**src/rtl/assert_macros.svh**
```systemverilog
// Assertion macros used by the parser top-level RTL file.
`ifndef ASSERT_MACROS_SVH
`define ASSERT_MACROS_SVH

// Checked at every rising edge of clk while the active-low reset rstn is released.
`define ASSERT_CLKD(label, clk, rstn, prop, msg) \
    label: assert property (@(posedge clk) disable iff (!rstn) prop) else $error(msg);

// Checked at every rising edge of clk, reset included.
`define ASSERT_ALWAYS(label, clk, prop, msg) \
    label: assert property (@(posedge clk) prop) else $error(msg);

`endif

```
**src/rtl/wspp_pkg.sv**
```systemverilog
`timescale 1ns / 1ps

package wspp_pkg;

    // Packet length limits.
    localparam int BASIC_LEN = 17;
    localparam int FULL_LEN  = 21;

    // Byte positions within a packet.
    localparam int POS_W            = 5;
    localparam int POS_HEADER       = 0;
    localparam int POS_FIRST_CHECK  = 16;
    localparam int POS_SECOND_FIRST = 17;
    localparam int POS_SECOND_LAST  = 19;
    localparam int POS_SECOND_CHECK = 20;
    localparam int POS_MAX          = 31;

    // Capture store: packet bytes 2 to 19.
    localparam int CAP_FIRST = 2;
    localparam int CAP_DEPTH = 18;

    // Header register.
    localparam logic [7:0] HEADER_RESET = 8'h24;
    localparam logic       REG_HEADER   = 1'b0;

    // Packet status codes.
    localparam logic [1:0] STATUS_INVALID = 2'd0;
    localparam logic [1:0] STATUS_BASIC   = 2'd1;
    localparam logic [1:0] STATUS_FULL    = 2'd2;

    typedef logic [CAP_DEPTH-1:0][7:0] cap_array_t;

    // Laid out so that the packed value is the result tdata word (last field lowest).
    typedef struct packed {
        logic [1:0]  pad;
        logic [23:0] pressure_hundredths;
        logic [23:0] light_code;
        logic [15:0] uv_code;
        logic [15:0] rain_count;
        logic [7:0]  wind_gust_code;
        logic [8:0]  wind_speed_code;
        logic [7:0]  humidity_pct;
        logic [10:0] temperature_code;
        logic [8:0]  wind_direction_deg;
        logic        battery_low;
    } result_t;

endpackage

```
**src/rtl/wspp_unpack.sv**
```systemverilog
`timescale 1ns / 1ps

// Assembles the sensor fields from the captured packet bytes.
// Store entry k holds packet byte k+2.
module wspp_unpack (
    input  wspp_pkg::cap_array_t cap_bytes,
    input  logic [1:0]           status,
    output wspp_pkg::result_t    result
);

    logic [7:0] flags;

    assign flags = cap_bytes[1];    // packet byte 3 carries the high bits and the battery flag

    always_comb begin
        result = '0;
        if (status != wspp_pkg::STATUS_INVALID) begin
            result.battery_low        = flags[3];
            result.wind_direction_deg = {flags[7], cap_bytes[0]};
            result.temperature_code   = {flags[2:0], cap_bytes[2]};
            result.humidity_pct       = cap_bytes[3];
            result.wind_speed_code    = {flags[4], cap_bytes[4]};
            result.wind_gust_code     = cap_bytes[5];
            result.rain_count         = {cap_bytes[6], cap_bytes[7]};
            result.uv_code            = {cap_bytes[8], cap_bytes[9]};
            result.light_code         = {cap_bytes[10], cap_bytes[11], cap_bytes[12]};
            if (status == wspp_pkg::STATUS_FULL) begin
                result.pressure_hundredths = {cap_bytes[15], cap_bytes[16], cap_bytes[17]};
            end
        end
    end

endmodule

```
**src/rtl/weather_station_packet_parser_top.sv**
```systemverilog
`timescale 1ns / 1ps
// Channel   | Direction | Transaction carries
// ----------+-----------+--------------------------------------------------------------
// s_axis    | in        | one packet byte (tdata[7:0]), tlast on the final byte
// m_axis    | out       | one decoded packet: tuser = status, tdata = sensor fields
// apb       | in        | header byte register at byte address 0
//
// One byte is taken in each cycle unless the output stalls. All decoding happens in
// the cycle that the byte is accepted, between the packet state registers and the
// result register. A result appears on the master side in the cycle after its
// final byte is accepted. The result register is the only buffering: while it
// holds an untaken result, bytes are still accepted if the result is taken in that
// same cycle. aresetn is synchronous and active low; it clears the packet state,
// the result valid flag and sets the header register to 0x24.
`include "assert_macros.svh"

module weather_station_packet_parser_top (
    input  logic         aclk,
    input  logic         aresetn,

    input  logic         s_axis_tvalid,
    output logic         s_axis_tready,
    input  logic [7:0]   s_axis_tdata,   // [7:0] data_byte
    input  logic         s_axis_tlast,   // last_byte

    output logic         m_axis_tvalid,
    input  logic         m_axis_tready,
    // [0] battery_low, [9:1] wind_direction_deg, [20:10] temperature_code,
    // [28:21] humidity_pct, [37:29] wind_speed_code, [45:38] wind_gust_code,
    // [61:46] rain_count, [77:62] uv_code, [101:78] light_code,
    // [125:102] pressure_hundredths, [127:126] zero
    output logic [127:0] m_axis_tdata,
    output logic [1:0]   m_axis_tuser,   // [1:0] packet_status

    input  logic         psel,
    input  logic         penable,
    input  logic         pwrite,
    input  logic [2:0]   paddr,
    input  logic [31:0]  pwdata,
    output logic [31:0]  prdata,
    output logic         pready
);

    localparam int PW = wspp_pkg::POS_W;

    // Configuration register.
    logic [7:0] header_reg;

    // Packet state.
    logic [PW-1:0]        byte_pos_reg, byte_pos_next;
    logic [7:0]           first_sum_reg, first_sum_next;
    logic [7:0]           second_sum_reg, second_sum_next;
    logic                 header_ok_reg, header_ok_next;
    logic                 first_ok_reg, first_ok_next;
    wspp_pkg::cap_array_t cap_reg;

    // Result register.
    logic                 m_valid_reg, m_valid_next;
    logic [1:0]           m_status_reg;
    wspp_pkg::result_t    m_result_reg;

    logic                 s_accept;
    logic                 cap_en;
    logic [PW-1:0]        cap_idx;
    logic [1:0]           status;
    wspp_pkg::result_t    result;
    logic                 apb_write;

    // APB side. Only word 0 exists; writes elsewhere are dropped.
    assign pready    = 1'b1;
    assign apb_write = psel && penable && pwrite && pready;
    assign prdata    = (paddr[2] == wspp_pkg::REG_HEADER) ? {24'd0, header_reg} : 32'd0;

    always_ff @(posedge aclk) begin
        if (!aresetn) begin
            header_reg <= wspp_pkg::HEADER_RESET;
        end else if (apb_write && paddr[2] == wspp_pkg::REG_HEADER) begin
            header_reg <= pwdata[7:0];
        end
    end

    // A byte may enter whenever the result register is free or is emptied this cycle.
    assign s_axis_tready = !m_valid_reg || m_axis_tready;
    assign s_accept      = s_axis_tvalid && s_axis_tready;

    // Running checks. The next values already include the current byte, so the
    // status of a packet whose final byte is this one is judged from them.
    always_comb begin
        header_ok_next  = header_ok_reg;
        first_sum_next  = first_sum_reg;
        first_ok_next   = first_ok_reg;
        second_sum_next = second_sum_reg;

        if (byte_pos_reg == PW'(wspp_pkg::POS_HEADER)) begin
            header_ok_next = (s_axis_tdata == header_reg);
        end
        if (byte_pos_reg < PW'(wspp_pkg::POS_FIRST_CHECK)) begin
            first_sum_next = first_sum_reg + s_axis_tdata;
        end
        if (byte_pos_reg == PW'(wspp_pkg::POS_FIRST_CHECK)) begin
            first_ok_next = (first_sum_reg == s_axis_tdata);
        end
        if (byte_pos_reg >= PW'(wspp_pkg::POS_SECOND_FIRST) &&
            byte_pos_reg <= PW'(wspp_pkg::POS_SECOND_LAST)) begin
            second_sum_next = second_sum_reg + s_axis_tdata;
        end
        // A zero after this XOR means the pressure checksum matched.
        if (byte_pos_reg == PW'(wspp_pkg::POS_SECOND_CHECK)) begin
            second_sum_next = second_sum_reg ^ s_axis_tdata;
        end

        // The counter stops at its top value on over-long packets.
        if (byte_pos_reg != PW'(wspp_pkg::POS_MAX)) begin
            byte_pos_next = byte_pos_reg + PW'(1);
        end else begin
            byte_pos_next = byte_pos_reg;
        end
    end

    // Packet length is position plus one, so the length limits compare against position.
    always_comb begin
        status = wspp_pkg::STATUS_INVALID;
        if (byte_pos_reg >= PW'(wspp_pkg::BASIC_LEN - 1) && header_ok_next && first_ok_next) begin
            if (byte_pos_reg >= PW'(wspp_pkg::FULL_LEN - 1) && second_sum_next == 8'd0) begin
                status = wspp_pkg::STATUS_FULL;
            end else begin
                status = wspp_pkg::STATUS_BASIC;
            end
        end
    end

    always_ff @(posedge aclk) begin
        if (!aresetn) begin
            byte_pos_reg   <= '0;
            first_sum_reg  <= '0;
            second_sum_reg <= '0;
            header_ok_reg  <= 1'b0;
            first_ok_reg   <= 1'b0;
        end else if (s_accept) begin
            if (s_axis_tlast) begin
                byte_pos_reg   <= '0;
                first_sum_reg  <= '0;
                second_sum_reg <= '0;
                header_ok_reg  <= 1'b0;
                first_ok_reg   <= 1'b0;
            end else begin
                byte_pos_reg   <= byte_pos_next;
                first_sum_reg  <= first_sum_next;
                second_sum_reg <= second_sum_next;
                header_ok_reg  <= header_ok_next;
                first_ok_reg   <= first_ok_next;
            end
        end
    end

    // Capture store for packet bytes 2 to 19. The fields read for a valid result
    // always come from bytes written earlier in the same packet.
    assign cap_idx = byte_pos_reg - PW'(wspp_pkg::CAP_FIRST);
    assign cap_en  = s_accept &&
                     byte_pos_reg >= PW'(wspp_pkg::CAP_FIRST) &&
                     byte_pos_reg <  PW'(wspp_pkg::CAP_FIRST + wspp_pkg::CAP_DEPTH);

    always_ff @(posedge aclk) begin
        for (int i = 0; i < wspp_pkg::CAP_DEPTH; i++) begin
            if (cap_en && cap_idx == PW'(i)) begin
                cap_reg[i] <= s_axis_tdata;
            end
        end
    end

    wspp_unpack u_unpack (
        .cap_bytes (cap_reg),
        .status    (status),
        .result    (result)
    );

    // Result register: loaded by a final byte, emptied when the sink takes it.
    always_comb begin
        m_valid_next = m_valid_reg;
        if (m_axis_tready) begin
            m_valid_next = 1'b0;
        end
        if (s_accept && s_axis_tlast) begin
            m_valid_next = 1'b1;
        end
    end

    always_ff @(posedge aclk) begin
        if (!aresetn) begin
            m_valid_reg <= 1'b0;
        end else begin
            m_valid_reg <= m_valid_next;
        end
    end

    always_ff @(posedge aclk) begin
        if (s_accept && s_axis_tlast) begin
            m_status_reg <= status;
            m_result_reg <= result;
        end
    end

    assign m_axis_tvalid = m_valid_reg;
    assign m_axis_tuser  = m_status_reg;
    assign m_axis_tdata  = m_result_reg;

    `ASSERT_CLKD(a_last_restarts_packet, aclk, aresetn,
        s_accept && s_axis_tlast |=> byte_pos_reg == '0 && !header_ok_reg && !first_ok_reg,
        "packet state not cleared after final byte")

    `ASSERT_CLKD(a_last_gives_result, aclk, aresetn,
        s_accept && s_axis_tlast |=> m_axis_tvalid,
        "final byte accepted but no result presented")

    `ASSERT_CLKD(a_status_code_legal, aclk, aresetn,
        m_axis_tvalid |-> (m_axis_tuser == wspp_pkg::STATUS_INVALID ||
                           m_axis_tuser == wspp_pkg::STATUS_BASIC ||
                           m_axis_tuser == wspp_pkg::STATUS_FULL),
        "result carries an unknown packet status")

    `ASSERT_CLKD(a_invalid_is_blank, aclk, aresetn,
        m_axis_tvalid && m_axis_tuser == wspp_pkg::STATUS_INVALID |-> m_axis_tdata == '0,
        "invalid packet result carries sensor data")

    `ASSERT_CLKD(a_pressure_only_full, aclk, aresetn,
        m_axis_tvalid && m_axis_tuser != wspp_pkg::STATUS_FULL
            |-> m_result_reg.pressure_hundredths == '0,
        "pressure reported without a verified pressure block")

endmodule
```
**config.mk**
```make
export PLATFORM = sky130hd
export DESIGN_NAME = weather_station_packet_parser_top
export DESIGN_NICKNAME = d
export VERILOG_FILES = /design/src/rtl/wspp_pkg.sv /design/src/rtl/wspp_unpack.sv /design/src/rtl/weather_station_packet_parser_top.sv
export VERILOG_INCLUDE_DIRS = /design/src /design/src/rtl
export SDC_FILE = /design/constraint.sdc
export NUM_CORES = 1
export LEC_CHECK = 0
export BUFFER_PORTS_ARGS = -buffer_cell sky130_fd_sc_hd__buf_2
export CORE_MARGIN = 5
export CORE_UTILIZATION = 51
export DETAILED_ROUTE_END_ITERATION = 16
export HOLD_SLACK_MARGIN = 0.06
export MAX_ROUTING_LAYER = met4
export PLACE_DENSITY = 0.77
export SLEW_MARGIN = 20
export SYNTH_ARGS = -nofsm -noshare
export SYNTH_HDL_FRONTEND = slang
export SYNTH_HIERARCHICAL = 1
export SYNTH_SLANG_ARGS = --single-unit
```
**constraint.sdc**
```tcl
create_clock -name aclk -period 4 [get_ports aclk]
set_input_delay 0.4 -clock aclk [delete_from_list [all_inputs] [get_ports aclk]]
set_output_delay 0.4 -clock aclk [all_outputs]
set_load 0.005 [all_outputs]
```
Yosys cells after proc, flatten, opt, wreduce, memory -nomap -nowiden
Cells that the tools add are included.
{ "classes": {"n_addsub": 4, "n_lt_le_gt_ge": 7, "eq_ne": 21, "n_mux": 16, "n_bitwise": 2, "n_reduce_logical": 39} }
{ "op_table": {"columns": ["cell", "count"], "rows": [
  ["2-to-1 mux 8 bit", 6],
  ["equality test 5 x 4 -> 1 bit (second input constant)", 6],
  ["logical AND 1 bit", 27],
  ["equality test 5 x 3 -> 1 bit (second input constant)", 4],
  ["equality test 5 bit (second input constant)", 4],
  ["adder 8 bit", 2],
  ["equality test 8 bit", 2],
  [">= comparator 5 bit (second input constant)", 3],
  ["equality test 5 x 2 -> 1 bit (second input constant)", 2],
  ["logical NOT 5 bit", 2],
  ["< comparator 5 bit (second input constant)", 2],
  ["2-to-1 mux 5 bit", 2],
  ["logical NOT 8 bit", 1],
  ["nonzero test 2 bit", 4],
  ["bitwise XOR 8 bit", 1],
  ["2-to-1 mux 1 bit", 6],
  ["AND reduction 2 bit", 3],
  ["adder 5 x 1 -> 5 bit (second input constant)", 1],
  ["equality test 5 x 1 -> 1 bit (second input constant)", 1],
  [">= comparator 5 x 2 -> 1 bit (second input constant)", 1],
  ["<= comparator 5 bit (second input constant)", 1],
  ["!= test 5 bit (second input constant)", 1],
  ["subtractor 5 x 2 -> 5 bit (second input constant)", 1],
  ["2-to-1 mux 2 bit", 2],
  ["4 further kinds", 4]
]} }
{ "totals": {"ff_bits": 288, "input_bits": 51} }

Logic depth before layout (Yosys ltp)
Gate-level depths: netlist of run 1.
{ "depth": {"ltp_word": 10, "depth_mapped": 13} }

Cells and area by module
The synthesis of run 1 kept the hierarchy.
{ "modules_own_cells": {"columns": ["mod", "instances", "cells_per_inst", "area_each_um2"], "rows": [
  ["weather_station_packet_parser_top", 1, 657, 11173.2],
  ["wspp_unpack", 1, 157, 1209.9]
]} }

Worst setup path after synthesis of run 1
Ideal clock, no wire load.
{ "synth_path": {"path_type": "input -> register", "startpoint": "input m_axis_tready", "endpoint": "register m_result_reg (netlist bit m_axis_tdata[0]) (enable)", "setup_ns": 0.483, "t_arrival_ns": 3.481, "required_ns": 3.517, "path_slack_ns": 0.036, "path_stages": 5, "n_path_buf": 1, "path_cell_list": "nand2b_1 -> and2_1 -> clkbuf_1 -> nand2_1 -> inv_1"} }
{ "synth_via": {"elab_chain_cells": 3} }
{ "synth_lines": {"columns": ["item", "line", "rtl"], "rows": [
  ["from (decl)", "weather_station_packet_parser_top.sv:27", "input logic m_axis_tready,"],
  ["logical OR 1 bit", "weather_station_packet_parser_top.sv:83", "assign s_axis_tready = !m_valid_reg || m_axis_tready;"],
  ["logical AND 1 bit", "weather_station_packet_parser_top.sv:84", "assign s_accept = s_axis_tvalid && s_axis_tready;"],
  ["logical AND 1 bit", "weather_station_packet_parser_top.sv:197", "if (s_accept && s_axis_tlast) begin"],
  ["to (signal assigned)", "weather_station_packet_parser_top.sv:199", "m_result_reg <= result;"],
  ["to (decl)", "weather_station_packet_parser_top.sv:60", "wspp_pkg::result_t m_result_reg;"]
]} }
Every way passes these cells.
A chain may end at the register's enable or synchronous reset.

Worst setup path after layout of run 1
{ "layout_path": {"startpoint": "register byte_pos_reg[1]", "endpoint": "register m_result_reg (netlist bit m_axis_tdata[102]) (data pin)"} }
{ "layout_via": {"elab_chain_cells": 10, "elab_cells_between_ends": 21, "classes_between": "order compare: 4; eq/ne: 3; mux: 6; reduce/logical: 8"} }
{ "layout_lines": {"columns": ["item", "line", "rtl"], "rows": [
  ["from (decl)", "weather_station_packet_parser_top.sv:50", "logic [PW-1:0] byte_pos_reg, byte_pos_next;"],
  ["from (signal assigned)", "weather_station_packet_parser_top.sv:147", "byte_pos_reg <= byte_pos_next;"],
  [">= comparator 5 bit or <= comparator 5 bit (tied branches)", "weather_station_packet_parser_top.sv:103, weather_station_packet_parser_top.sv:104", null],
  ["logical AND 1 bit", "weather_station_packet_parser_top.sv:103", "if (byte_pos_reg >= PW'(wspp_pkg::POS_SECOND_FIRST) &&"],
  ["2-to-1 mux 8 bit", "weather_station_packet_parser_top.sv:103", null],
  ["2-to-1 mux 8 bit", "weather_station_packet_parser_top.sv:108", "if (byte_pos_reg == PW'(wspp_pkg::POS_SECOND_CHECK)) begin"],
  ["logical NOT 8 bit", "weather_station_packet_parser_top.sv:124", "if (byte_pos_reg >= PW'(wspp_pkg::FULL_LEN - 1) && second_sum_next == 8'd0) begin"],
  ["logical AND 1 bit", "weather_station_packet_parser_top.sv:124", null],
  ["2-to-1 mux 2 bit", "weather_station_packet_parser_top.sv:124", null],
  ["2-to-1 mux 2 bit (*)", "weather_station_packet_parser_top.sv:123", "if (byte_pos_reg >= PW'(wspp_pkg::BASIC_LEN - 1) && header_ok_next && first_ok_next) begin"],
  ["named net status[0]", "weather_station_packet_parser_top.sv:65", "logic [1:0] status;"],
  ["equality test 2 bit or nonzero test 2 bit (tied branches)", "wspp_unpack.sv:27, wspp_unpack.sv:17", null],
  ["AND reduction 2 bit (no line) (*)", null, null]
]} }
The timed path passes the listed nets; every way through them passes the cells marked *.

==> results.toml, run 1 <==
[cts]
cts_buffers = 28
postCtsSetupBuffers = 0
clockRootBuffer = "clkbuf_16"
path_clk_slew_ps = 60
cts_hold_buf = 2
clockBufferDepth = 3
cts.sinks = 288
cts_tree = "yes"
cts_resized = 0
htree_levels = 1
clk_latency_ps = 540

[synth]
syn_area_sq_um = 11840
synthCells = 794
yosysWarnings = 6
postSynthAreaPerCell_sq_um = 14.91

[die]
num_rows = 55
die_x_microns = 162.3
start_util_pct = 51.96
pin_count = 216
dieArea_sq_um = 26350
die-height_microns = 162.3
core_area_sq_um = 22780

[sta]
min_period_ps = 3497
setup_tns_ps = 0
finClkSkew_ps = 5.967
postLayoutSetupSlackWorst_ps = 503.5
rsz0062_at_grt = "false"
setup_viol = 0
report.final.slew_viol_count = 0
relSlewSlack_pct = 40.83
hold_viol = 0
tightest_slew_ps = 884.2
finalCritPeriodShare_pct = 87.41
max_freq_mhz = 286.0

[critical_path]
r2r_setup_slack_ps = 500
path_class = "reg -> reg"
r2r-start = "byte_pos_reg[1]"
worstPathMaxFanout = 127
start_kind = "register"
r2r-end = "m_axis_tdata[102]"
worstRegToRegCells = 10
crit_path_end_kind = "register"
cp.required_ps = 4290
worstPathArrival_ps = 3790

[cells_and_area]
layout_commonest_cell = "edfxtp_1"
multiInputGateArea_sq_um = 3060
drive_gt1_share_pct = 23.16
diodes = 0
final_cells = 1289
fill_cells = 1692
final_area_sq_um = 13720
largest_reg_flops = 128
mostFrequentLayoutCells = "edfxtp_1 (256), buf_2 (164), o21a_1 (102), nand2_1 (45)"
layout.nets = 1031
seqCellArea_sq_um = 8328
synthToLayoutAreaGrowth_pct = 15.92

[placed_design]
dp_slack_ps = 420.3
portBuffers = 164
dpl_cell_area_sq_um = 12800
placed_cells = 1236
hpwl_microns = 15150
gp_congestion = 0.8830

[route]
vias = 6809
postRouteWirelength_microns = 24000
routed_via_density = 5.282
drt_iter0_drc = 478
ant_nets = 0
wl_per_cell_microns = 18.62
drc = 0
drtPass1Iterations = 5

[power]
cellPowerDensity_nw_per_um2 = 450.6
ir_worst_vdd_mv = 0.3406
p_leak_nw = 4.885

[worst_hold_path]
min_to = "header_reg[0]"
holdPathStages = 3
hp-start = "pwdata[0]"
hold_class = "in -> reg"

[grt]
first_global_vias = 6662
grt_usage_pct = 18.72
grt_pass1_wl_microns = 38010
antenna_found_initial = 0
grt_max_degree = 128
grt_overflow = 0

[run_status]
status = "finished, final reports clean"

[job]
max-cap-violations = 0
-- worst max path at each step --
stage,start,end,slack (ps),depth (start not counted)
after CTS,byte_pos_reg[1],m_axis_tdata[106],510,10
after floorplan,m_axis_tready,m_axis_tdata[0],40,5
after detailed placement,s_axis_tdata[0],m_axis_tdata[109],420,11
final,byte_pos_reg[1],m_axis_tdata[102],500,10
after global placement,s_axis_tdata[0],m_axis_tdata[106],490,11
after global routing,byte_pos_reg[1],m_axis_tdata[116],290,10
-- final cells by class --
class	count	area share, %
clock buffer	38	5.381
timing repair buffer	179	7.205
multi-input combinational	445	22.31
tap	313	2.855
sequential	288	60.70
inverter	13	0.3739
clock inverter	13	1.176
-- layer usage --
| layer | wire length, microns | track usage [%] |
|---|---|---|
| met3 | 1415 | 2.582 |
| met5 | 0 | - |
| met4 | 353 | 3.883 |
| met1 | 10920 | 26.50 |
| met2 | 11300 | 29.52 |
-- worst max-delay path, stage by stage (launching register included) --
cell	delay [ps]
dfxtp_1	520
inv_1	160
ha_1	220
or3b_4	410
o211ai_2	450
nand2_1	110
a31o_1	260
and3_1	230
a31oi_4	190
buf_12	370
and3b_1	240
-- per-stage QoR --
stage / power [mW] / util [%] / hold slack [ps]
5_1_grt: 6.413 / 60.23 / 106.3
2_1_floorplan: 3.564 / - / 448.2
3_3_place_gp: 3.689 / 56.19 / 473.8
3_5_place_dp: 3.696 / 56.19 / 489.3
6_report: 6.182 / 60.23 / 111.9
4_1_cts: 6.233 / 60.23 / 93.26
-- report_power, final --
group          internal, mW  switching, mW
logic                0.0974          0.171
clock network          1.49           1.06
registers              3.33         0.0277
(Power assumes the default switching activity.)
==> run 2: changes to the inputs <==
--- a/config.mk
+++ b/config.mk
@@ -12,7 +12,7 @@
 export DETAILED_ROUTE_END_ITERATION = 16
 export HOLD_SLACK_MARGIN = 0.06
 export MAX_ROUTING_LAYER = met4
-export PLACE_DENSITY = 0.77
+export PLACE_DENSITY = 0.76
 export SLEW_MARGIN = 20
 export SYNTH_ARGS = -nofsm -noshare
 export SYNTH_HDL_FRONTEND = slang
==> results.toml, run 2 (synthesis gave the netlist of run 1 again) <==
[critical_path]
worstRegToRegCells = 10
cp.required_ps = 4280
slowest_stage = "buf_4"
cpPeakStageDelay_ps = 630
worstPathMaxFanout = 82
path_cells = "inv_1 > ha_1 > or3b_4 > o211ai_2 > nand2_1 > a31o_1 > and3_1 > a31oi_4 > buf_4 > and3b_1"
r2r-start = "byte_pos_reg[1]"
worstPathArrival_ps = 4040
r2r-end = "m_axis_tdata[112]"
start_kind = "register"
path_class = "reg -> reg"
r2r_setup_slack_ps = 240
cp.buffers_inverters = 2
crit_path_end_kind = "register"
cpLargestDelayFamily = "simple AND/OR/NAND/NOR gates"

[die]
pin_count = 216
num_rows = 55
start_util_pct = 51.96
die-height_microns = 162.3
dieArea_sq_um = 26350
core_area_sq_um = 22780
die_x_microns = 162.3

[sta]
setup_viol = 0
setup_tns_ps = 0
min_period_ps = 3763
hold_viol = 0
rsz0062_at_grt = "false"
report.final.slew_viol_count = 0
finalCritPeriodShare_pct = 94.07
tightest_slew_ps = 809.1
finClkSkew_ps = 21.09
relSlewSlack_pct = 45.86
hold_slack_ps = 110.5
postLayoutSetupSlackWorst_ps = 237.3
max_freq_mhz = 265.8

[worst_hold_path]
hp-start = "pwdata[4]"
holdPathStages = 3
min_to = "header_reg[4]"
hold_class = "in -> reg"

[power]
cellPowerDensity_nw_per_um2 = 445.8
clkPwrFrac_pct = 40.4
p_switching_mw = 1.250
ir_worst_vdd_mv = 0.2494
intPower_mw = 4.849
p_total_mw = 6.099
pwr-share-comb_pct = 4.5
pwr-share-seq_pct = 55.1
p_sw_share_pct = 20.50
p_leak_nw = 4.881

[grt]
grt_max_degree = 83
grt_usage_pct = 18.82
grt_pass1_wl_microns = 38050
first_global_vias = 6852
grt_overflow = 0
antenna_found_initial = 0

[cells_and_area]
diodes = 0
layout_commonest_cell = "edfxtp_1"
largest_reg_flops = 128
layout.nets = 1034
synthToLayoutAreaGrowth_pct = 15.60
mostFrequentLayoutCells = "edfxtp_1 (256), buf_2 (164), o21a_1 (102), nand2_1 (45)"
drive_gt1_share_pct = 23.72
utilization_pct = 60.07

[route]
wl_per_cell_microns = 19.06
drc = 0
drtPass1Iterations = 5
drt_iter0_drc = 567
routed_via_density = 5.325
postRouteWirelength_microns = 24610
vias = 6874
ant_nets = 0

[placed_design]
dp_slack_ps = 265.0
hpwl_microns = 15740
gp_congestion = 0.8822
portBuffers = 164

[job]
max-cap-violations = 0

[cts]
clk_latency_ps = 540
postCtsSetupBuffers = 0
cts.sinks = 288
cts_tree = "yes"
cts_resized = 0
cts_hold_buf = 2
htree_levels = 1
path_clk_slew_ps = 70
clockBufferDepth = 3
clockRootBuffer = "clkbuf_16"
cts_buffers = 28

[run_status]
status = "finished, final reports clean"
run 2: cell types whose count changed in the layout (fill, tap and decap cells not counted):
cell,before,now
clkinvlp_2,0,1
buf_4,9,14
clkinv_16,1,0
buf_12,4,2
bufinv_16,3,2
clkinv_4,0,2
clkbuf_1,10,8
inv_6,1,0
clkinv_8,0,1
clkinv_1,6,4
clkinv_2,2,4
run 2: power groups by stage:
| stage | clock [mW] | sequential (mW) | combinational [mW] |
|---|---|---|---|
| final | 2.47 | 3.36 | 0.272 |
| after global routing | 2.67 | 3.37 | 0.300 |
| after CTS | 2.53 | 3.36 | 0.275 |
| after global placement | 0 | 3.42 | 0.266 |
| after floorplan | 0 | 3.43 | 0.129 |
| after detailed placement | 0 | 3.43 | 0.272 |
run 2: cell type report:
| class | instances | area [sq um] |
|---|---|---|
| fillers | 1732 | 9096 |
| flip-flops and latches | 288 | 8328 |
| multi-input cells | 445 | 3060 |
| repair buffers | 182 | 985.9 |
| clock buffers | 36 | 730.7 |
| well taps | 313 | 391.6 |
| clock inverters | 14 | 133.9 |
| inverters | 13 | 51.30 |
run 2: layer usage:
metal / GRT usage [%] / wire length, microns / vias up
li1: - / - / 3262
met4: 4.614 / 565 / 0
met3: 3.063 / 1690 / 42
met5: - / 0 / -
met2: 30.58 / 11970 / 238
met1: 25.20 / 10380 / 3332
run 2: worst max-delay path by stage:
stage | endpoint | from | slack, ps | cells past startpoint
final | m_axis_tdata[112] | byte_pos_reg[1] | 240 | 10
after global routing | m_axis_tdata[122] | byte_pos_reg[1] | 5 | 10
after CTS | m_axis_tdata[122] | byte_pos_reg[1] | 230 | 10
after detailed placement | m_axis_tdata[122] | byte_pos_reg[1] | 270 | 10
after global placement | m_axis_tdata[112] | byte_pos_reg[1] | 350 | 10
after floorplan | m_axis_tdata[0] | m_axis_tready | 40 | 5
run 2: worst reg2reg max path: cells and delay by family (launching register included):
kind / cells / cell delay, ps
fa+ha+maj: 1 / 220
buf+inv: 2 / 790
simple gates: 4 / 1060
compound gates: 3 / 900
flops: 1 / 520
run 2: per-stage QoR:
step	instance area, sq um	std cells
4_1_cts	13680	1291
5_1_grt	13680	1291
6_report	13680	1291
3_3_place_gp	12800	1239
3_5_place_dp	12800	1239
2_1_floorplan	11930	818
